`config.mk`:
```
export PLATFORM = sky130hd
export DESIGN_NAME = pinned_lru_open_slot_manager
export DESIGN_NICKNAME = d
export VERILOG_FILES = /design/src/sv/plosm_pkg.sv /design/src/sv/plosm_ctrl.sv /design/src/sv/plosm_dp.sv /design/src/sv/pinned_lru_open_slot_manager.sv
export SDC_FILE = /design/constraint.sdc
export NUM_CORES = 1
export LEC_CHECK = 0
export ABC_AREA = 1
export BUFFER_PORTS_ARGS = -buffer_cell sky130_fd_sc_hd__buf_2
export CORE_ASPECT_RATIO = 0.6
export CORE_MARGIN = 3
export CORE_UTILIZATION = 40
export DETAILED_ROUTE_END_ITERATION = 10
export GPL_TIMING_DRIVEN = 0
export PLACE_DENSITY = 0.67
export SLEW_MARGIN = 10
export SYNTH_ARGS = -nofsm -noshare
export SYNTH_HDL_FRONTEND = slang
export SYNTH_SLANG_ARGS = --single-unit
```
`constraint.sdc`:
```
create_clock -name clk -period 4.3 [get_ports clk]
set_input_delay 0.86 -clock clk [delete_from_list [all_inputs] [get_ports clk]]
set_output_delay 0.86 -clock clk [all_outputs]
set_load 0.005 [all_outputs]
```
`src/sv/plosm_pkg.sv`:
```
package plosm_pkg;
  localparam int ENTRIES_DEF  = 16;
  localparam int PIN_BITS_DEF = 8;

  typedef enum logic [1:0] {
    OP_OPEN   = 2'd0,
    OP_CLOSE  = 2'd1,
    OP_LOCK   = 2'd2,
    OP_UNLOCK = 2'd3
  } op_t;

  typedef enum logic [1:0] {
    ST_OK     = 2'd0,
    ST_PINNED = 2'd1,
    ST_FAIL   = 2'd2,
    ST_FULL   = 2'd3
  } status_t;

  typedef enum logic [2:0] {
    S_IDLE,
    S_EXEC,
    S_WALK,
    S_EVOUT,
    S_FINAL
  } state_t;

  // controller -> datapath
  typedef struct packed {
    logic load;     // capture request
    logic exec;     // apply the operation
    logic walk;     // examine one recency position
    logic fin;      // build final result
    logic out_take; // result accepted downstream
  } cmd_t;

  // datapath -> controller
  typedef struct packed {
    logic need_walk;
    logic walk_done;
    logic walk_hit;
  } stat_t;
endpackage

```
`src/sv/plosm_ctrl.sv`:
```
module plosm_ctrl
  import plosm_pkg::*;
(
  input  logic  clk,
  input  logic  rst_n,
  input  logic  in_valid,
  output logic  in_ready,
  output logic  out_valid,
  input  logic  out_ready,
  input  stat_t st,
  output cmd_t  cmd
);
  state_t state_r, state_nxt;

  always_ff @(posedge clk) begin
    if (!rst_n) state_r <= S_IDLE;
    else        state_r <= state_nxt;
  end

  always_comb begin
    state_nxt = state_r;
    case (state_r)
      S_IDLE:  if (in_valid) state_nxt = S_EXEC;
      S_EXEC:  state_nxt = st.need_walk ? S_WALK : S_FINAL;
      S_WALK: begin
        if (st.walk_hit)       state_nxt = S_EVOUT;
        else if (st.walk_done) state_nxt = S_FINAL;
      end
      S_EVOUT: if (out_ready) state_nxt = S_WALK;
      S_FINAL: if (out_ready) state_nxt = S_IDLE;
      default: state_nxt = S_IDLE;
    endcase
  end

  always_comb begin
    cmd       = '0;
    in_ready  = 1'b0;
    out_valid = 1'b0;
    case (state_r)
      S_IDLE: begin
        in_ready = 1'b1;
        cmd.load = in_valid;
      end
      S_EXEC: cmd.exec = 1'b1;
      S_WALK: begin
        cmd.walk = 1'b1;
        cmd.fin  = st.walk_done && !st.walk_hit;
      end
      S_EVOUT: begin
        out_valid    = 1'b1;
        cmd.out_take = out_ready;
      end
      S_FINAL: begin
        out_valid    = 1'b1;
        cmd.out_take = out_ready;
      end
      default: ;
    endcase
  end
endmodule

```
`src/sv/plosm_dp.sv`:
```
module plosm_dp
  import plosm_pkg::*;
#(
  parameter int ENTRIES  = ENTRIES_DEF,
  parameter int PIN_BITS = PIN_BITS_DEF
) (
  input  logic       clk,
  input  logic       rst_n,
  input  cmd_t       cmd,
  output stat_t      st,
  input  logic [1:0] in_op,
  input  logic [3:0] in_entry,
  input  logic       in_new_name,
  input  logic       in_open_ok,
  input  logic       cfg_valid,
  input  logic [4:0] cfg_max_open,
  output logic [1:0] out_status,
  output logic       out_evicted_valid,
  output logic [3:0] out_evicted_entry,
  output logic       out_now_open,
  output logic [7:0] out_pin_count,
  output logic       out_is_last
);
  localparam int IW = (ENTRIES > 1) ? $clog2(ENTRIES) : 1;
  localparam int CW = $clog2(ENTRIES + 1);
  localparam logic [PIN_BITS-1:0] PIN_MAX = {PIN_BITS{1'b1}};

  logic [ENTRIES-1:0]  open_r, named_r;
  logic [PIN_BITS-1:0] pins_r [ENTRIES];
  logic [IW-1:0]       ord_r  [ENTRIES];
  logic [CW-1:0]       cnt_r;
  logic [4:0]          maxo_r;
  logic [1:0]          op_r;
  logic [IW-1:0]       e_r;
  logic                nn_r, ok_r;
  logic [CW-1:0]       pos_r;
  logic [1:0]          stat_r;
  logic [IW-1:0]       ev_r;
  logic                evv_r, last_r, now_cur;
  logic [PIN_BITS-1:0] pc_cur;

  // position of addressed entry in the order
  logic [IW-1:0] fpos;
  always_comb begin
    fpos = '0;
    for (int i = ENTRIES - 1; i >= 0; i--)
      if (CW'(i) < cnt_r && ord_r[i] == e_r) fpos = IW'(i);
  end

  logic [CW-1:0]       posm1;
  logic [IW-1:0]       wentry;
  logic                over;
  assign posm1  = pos_r - 1'b1;
  assign wentry = ord_r[posm1[IW-1:0]];
  assign over   = {{(CW < 6 ? 6 - CW : 0){1'b0}}, cnt_r} > 6'(maxo_r);
  assign st.walk_done = !over || pos_r == '0;
  assign st.walk_hit  = !st.walk_done && pins_r[wentry] == '0;

  logic pinned, isopen, do_open, do_close, do_front, walk_nxt;
  logic [1:0] sx;
  always_comb begin
    pinned   = pins_r[e_r] != '0;
    isopen   = open_r[e_r];
    do_open  = 1'b0; do_close = 1'b0; do_front = 1'b0; walk_nxt = 1'b0;
    sx       = ST_OK;
    case (op_t'(op_r))
      OP_OPEN: begin
        if (pinned) sx = ST_PINNED;
        else begin
          do_close = isopen;
          if (!(named_r[e_r] || nn_r) || !ok_r) sx = ST_FAIL;
          else begin do_open = 1'b1; walk_nxt = 1'b1; end
        end
      end
      OP_CLOSE: begin
        if (pinned) sx = ST_PINNED;
        else do_close = isopen;
      end
      OP_LOCK: begin
        if (pins_r[e_r] == PIN_MAX) sx = ST_FULL;
        else if (isopen) do_front = 1'b1;
        else if (!named_r[e_r] || !ok_r) sx = ST_FAIL;
        else begin do_open = 1'b1; walk_nxt = 1'b1; end
      end
      OP_UNLOCK: walk_nxt = pinned;
      default: ;
    endcase
  end
  assign st.need_walk = walk_nxt;

  always_ff @(posedge clk) begin
    if (!rst_n) begin
      open_r  <= '0;
      named_r <= '0;
      for (int i = 0; i < ENTRIES; i++) pins_r[i] <= '0;
      cnt_r   <= '0;
      maxo_r  <= 5'd16;
    end else begin
      if (cfg_valid) maxo_r <= cfg_max_open;
      if (cmd.exec) begin
        if (op_t'(op_r) == OP_OPEN && !pinned && nn_r) named_r[e_r] <= 1'b1;
        if (op_t'(op_r) == OP_LOCK && sx == ST_OK) pins_r[e_r] <= pins_r[e_r] + 1'b1;
        if (op_t'(op_r) == OP_UNLOCK && pinned) pins_r[e_r] <= pins_r[e_r] - 1'b1;
        if (do_open) open_r[e_r] <= 1'b1;
        else if (do_close) open_r[e_r] <= 1'b0;
        // order update: remove (if open) then optionally push front
        if (do_close || do_front) begin
          for (int i = 1; i < ENTRIES; i++) begin
            if (do_open || do_front) begin
              if (IW'(i) <= fpos) ord_r[i] <= ord_r[i-1];
            end else if (IW'(i) > fpos) ord_r[i-1] <= ord_r[i];
          end
          if (do_open || do_front) ord_r[0] <= e_r;
          if (do_close && !do_open) cnt_r <= cnt_r - 1'b1;
        end else if (do_open) begin
          for (int i = 1; i < ENTRIES; i++) ord_r[i] <= ord_r[i-1];
          ord_r[0] <= e_r;
          cnt_r    <= cnt_r + 1'b1;
        end
      end
      if (cmd.walk && !st.walk_done) begin
        if (st.walk_hit) begin
          open_r[wentry] <= 1'b0;
          cnt_r <= cnt_r - 1'b1;
          for (int i = 0; i + 1 < ENTRIES; i++)
            if (CW'(i) >= posm1) ord_r[i] <= ord_r[i+1];
        end
      end
    end
  end

  // walk position and result payload
  always_ff @(posedge clk) begin
    if (cmd.load) begin
      op_r <= in_op; e_r <= in_entry[IW-1:0]; nn_r <= in_new_name; ok_r <= in_open_ok;
    end
    if (cmd.exec) begin
      stat_r <= sx;
      pos_r  <= do_open ? ((do_close ? cnt_r : cnt_r + 1'b1)) : cnt_r;
    end
    if (cmd.walk && !st.walk_done) pos_r <= posm1;
    if (st.walk_hit && cmd.walk) begin
      evv_r <= 1'b1; ev_r <= wentry; last_r <= 1'b0;
    end else if (cmd.fin || (cmd.exec && !walk_nxt)) begin
      evv_r <= 1'b0; ev_r <= '0; last_r <= 1'b1;
    end
  end

  // final now_open/pins read live from state (stable while presenting)
  always_comb begin
    now_cur = open_r[e_r];
    pc_cur  = pins_r[e_r];
  end

  assign out_status        = evv_r ? 2'(ST_OK) : stat_r;
  assign out_evicted_valid = evv_r;
  assign out_evicted_entry = 4'(ev_r);
  assign out_now_open      = evv_r ? 1'b0 : now_cur;
  assign out_pin_count     = evv_r ? 8'd0 : 8'(pc_cur);
  assign out_is_last       = last_r && !evv_r;
endmodule

```
`src/sv/pinned_lru_open_slot_manager.sv`:
```
// A request is accepted in S_IDLE, applied in S_EXEC, and its final result is
// presented in S_FINAL. When an eviction walk runs, it examines one recency
// position per cycle, pausing in S_EVOUT while each eviction result is handed over.
// One request at a time: no new request is accepted until the final result
// of the current one has been taken.
// Reset (rst_n low, synchronous): all entries closed, unnamed, unpinned,
// open count zero, max_open 16. No clearing pass.
module pinned_lru_open_slot_manager
  import plosm_pkg::*;
#(
  parameter int ENTRIES  = ENTRIES_DEF,
  parameter int PIN_BITS = PIN_BITS_DEF
) (
  input  logic       clk,
  input  logic       rst_n,
  input  logic       in_valid,
  output logic       in_ready,
  input  logic [1:0] in_op,
  input  logic [3:0] in_entry,
  input  logic       in_new_name,
  input  logic       in_open_ok,
  output logic       out_valid,
  input  logic       out_ready,
  output logic [1:0] out_status,
  output logic       out_evicted_valid,
  output logic [3:0] out_evicted_entry,
  output logic       out_now_open,
  output logic [7:0] out_pin_count,
  output logic       out_is_last,
  input  logic       cfg_valid,
  output logic       cfg_ready,
  input  logic [4:0] cfg_data
);
  cmd_t  cmd;
  stat_t st;

  assign cfg_ready = 1'b1;

  plosm_ctrl u_ctrl (
    .clk, .rst_n, .in_valid, .in_ready, .out_valid, .out_ready, .st, .cmd
  );

  plosm_dp #(.ENTRIES(ENTRIES), .PIN_BITS(PIN_BITS)) u_dp (
    .clk, .rst_n, .cmd, .st, .in_op, .in_entry, .in_new_name, .in_open_ok,
    .cfg_valid, .cfg_max_open(cfg_data), .out_status, .out_evicted_valid,
    .out_evicted_entry, .out_now_open, .out_pin_count, .out_is_last
  );
endmodule

```
==> impl_metrics.ini <==
[critical_path]
cp.arrival_ps = 4420
r2r_slack_ps = 120
timing.critical_path.fanout_max = 10
r2r_end = u_dp.ord_r[0][3]$_DFFE_PP_
cp-end-kind = flip-flop
worstSetupPathType = reg -> reg
start_kind = flip-flop
critical_path_required_ps = 4540
r2r-start = u_dp.pos_r[0]$_DFFE_PP_
r2r_cells = 20

[sta]
worst_slew_pin_slew_ps = 1020
maxSlewViolCount = 0
fmax_mhz = 239
finalCriticalPeriod_ps = 4180
holdWs_ps = 458
hold_viol = 0
relSlewSlack_pct = 31.8
skew_ps = 28.9
fin_setup_tns_ps = 0
finalCritPeriodShare_pct = 97.2
finalSetupViolCount = 0

[clock_tree]
cts_buffers = 28
cts.clk_slew.worst_paths_ps = 70
clk_latency_ps = 590
cts_tree = done
root_buffer = clkbuf_16
clock_sinks = 262
cts-hold-fix-buffers = 0
cts.path.max_buffers = 3
cts_max_level = 1

[routing]
ant_nets = 0
routed-wl-met3_um = 12800
wl_per_cell_um = 23.6
dr_wl_met2_um = 22400
firstDrtPassIters = 6
routed_via_density = 5.97
wirelength_um = 66600
num_vias = 16900
highest_layer = met4
drc_errors = 0
drtIter0Drc = 2661
drt-met1-wl_um = 30400

[yosys]
async_flop_share_pct = 0
synth_cells = 2205
synth_top_area_cell = edfxtp_1
synth-main-ff-cell = edfxtp_1
synth_warnings = 0
post_synth_num_cell_types = 60
yosysTopAreaCellShare_pct = 38.4
synth.avg_cell_area_sq_um = 7.49
yosys-top-cells-area = edfxtp_1 38%, nand2_1 13%, nor2_1 6.6%
synth_area_sq_um = 16500
syn_nets = 2241
synth_edf_count = 211
synth_seq_cells = 262
seq_area_frac_synth_pct = 44.6

[hold_path]
min_path_cells = 2
hold_end = u_dp.named_r[7]$_SDFFE_PN0P_
holdCritPathClass = reg -> reg
hold_start = u_dp.named_r[7]$_SDFFE_PN0P_

[place]
place_area_sq_um = 17300
dp_hpwl_um = 51500
portBuffers = 35
place.gp.congestion = 1.05
dp.cells = 2762

[outcome]
outcome = finished clean

[pwr]
p_seq_share_pct = 26.3
p_leak_nw = 8.01
clkPwrFrac_pct = 22.1
p_switching_mw = 5.52
swShare_pct = 48.6
p_per_area_nw_per_um2 = 601
max-vdd-ir-drop_mv = 0.328
internal_power_mw = 5.84
pwr-share-comb_pct = 51.6

[layout]
diodes = 0
design_area_sq_um = 18900
utilization_pct = 47.4
fin_nets = 2318
syn2layout_area_growth_pct = 14.5
multi_input_area_sq_um = 8010
drive_gt1_share_pct = 11.8
filler_cell_count = 3899
register_area_sq_um = 7360
final_cell_count_no_fill = 2826

[floorplan]
ios = 38
row_count = 56
die_w_um = 268
die_y_um = 163
core_sq_um = 39900
initial_core_util_pct = 41.4
dieArea_sq_um = 43800

[global_routing]
grt_max_degree = 17
grt_overflow = 0
antenna_found_initial = 0
track_usage_pct = 29.7
grt_pass1_vias = 14900
grt_pass1_wl_um = 96100

[run]
max-cap-violations = 0
==> worst max path at each step <==
stage,cells past startpoint,endpoint,slack [ps],from
global route,25,u_dp.pins_r[7][7]$_SDFFCE_PN0P_,-20,flip-flop
floorplan,16,u_dp.pins_r[12][7]$_SDFFCE_PN0P_,460,rst_n
global placement,22,u_dp.pins_r[13][7]$_SDFFCE_PN0P_,-1190,flip-flop
detailed placement,23,u_dp.pins_r[15][7]$_SDFFCE_PN0P_,-1270,flip-flop
CTS,21,u_dp.ord_r[0][3]$_DFFE_PP_,0.9,u_dp.pos_r[0]$_DFFE_PP_
finish,20,u_dp.ord_r[0][3]$_DFFE_PP_,120,u_dp.pos_r[0]$_DFFE_PP_
==> metrics by stage <==
stage	total power, mW	setup slack (ps)
after floorplan	5.85	456
after global placement	7.87	-1190
after detailed placement	7.89	-1270
after CTS	10.9	0.926
after global routing	11.7	-18.6
final	11.4	122
==> layer usage <==
| metal | vias up | track usage [%] |
|---|---|---|
| met2 | 1273 | 34.4 |
| met4 | 0 | 4.53 |
| met5 | - | 0 |
| li1 | 7537 | - |
| met3 | 86 | 14.1 |
| met1 | 7971 | 48.1 |
==> power by group through the flow <==
stage,Clock [mW],Sequential [mW],Combinational (mW)
detailed placement,0,3.03,4.87
finish,2.51,2.99,5.86
global placement,0,3.02,4.84
global route,2.61,3.00,6.07
floorplan,0,3.00,2.85
CTS,2.52,2.98,5.37
==> cells in the final DEF (no fill, tap or decap), drive strengths merged, types with 18 or more instances in the layout <==
master	n
nand2	573
nand4	34
nor2	302
o22ai	20
o21ai	164
dfxtp	51
xor2	26
nor4	42
inv	278
nand3	142
clkbuf	82
o211ai	47
nor3	18
buf	97
a21oi	110
edfxtp	211
==> worst max-delay path, cell delays in order, from the launching register on <==
cell	delay, ps
edfxtp_1	410
buf_6	200
buf_2	350
clkbuf_4	350
nor2_1	70
a21oi_1	120
nor2_1	60
a21oi_1	190
nand2_1	150
nand2_1	100
nand2_2	90
inv_1	220
nor2_1	110
o21ai_4	100
nand3_2	180
nor2_8	180
nand2_4	90
nor2_4	150
buf_6	200
nand2_2	150
o31ai_4	360
==> flip-flops by register name (all words and copies together), names as in the netlist, 3 cells and up, named ones only <==
register                cells
u_ctrl.state_r              3
u_dp.cnt_r                  5
u_dp.e_r                    4
u_dp.maxo_r                 5
u_dp.named_r               16
u_dp.open_r                16
u_dp.ord_r                 64
u_dp.out_evicted_entry      4
u_dp.pins_r               128
u_dp.pos_r                  5
==> cell usage after synthesis (26+ instances only) <==
master,instances
inv_1,262
o21ai_0,152
nand2_1,559
xor2_1,26
buf_2,45
nand3_1,135
nand4_1,34
a21oi_1,108
clkbuf_1,34
nor2_1,292
o211ai_1,47
edfxtp_1,211
dfxtp_1,51
nor4_1,42
==> cell families after synthesis <==
group                      after synthesis  share of synthesized area [%]
buffers and inverters                  372                           9.03
AOI/OAI and AO/OA                      386                           13.6
DFF                                    262                           44.6
other                                    1                         0.0227
xor gates and xnor gates                41                           2.27
adders and majority gates               18                           1.41
and+or+nand+nor                       1124                           29.0
muxes                                    1                         0.0606
==> repair_timing <==
| action | CTS | global route |
|---|---|---|
| pin swaps | 8 | 13 |
| resized for setup | 75 | 86 |
| setup buffers | 7 | 5 |
| cloned | 1 | 0 |
| endpoints found under the setup margin | 308 | 326 |
==> area by class of cell <==
cell class	count	area share (%)
Sequential cell	262	38.9
Clock inverter	9	0.470
Tap cell	522	3.46
Buffer	89	3.01
Clock buffer	43	4.51
Timing Repair Buffer	48	1.60
Multi-Input combinational cell	1571	42.4
Inverter	282	5.66
(Power assumes the default switching activity.)
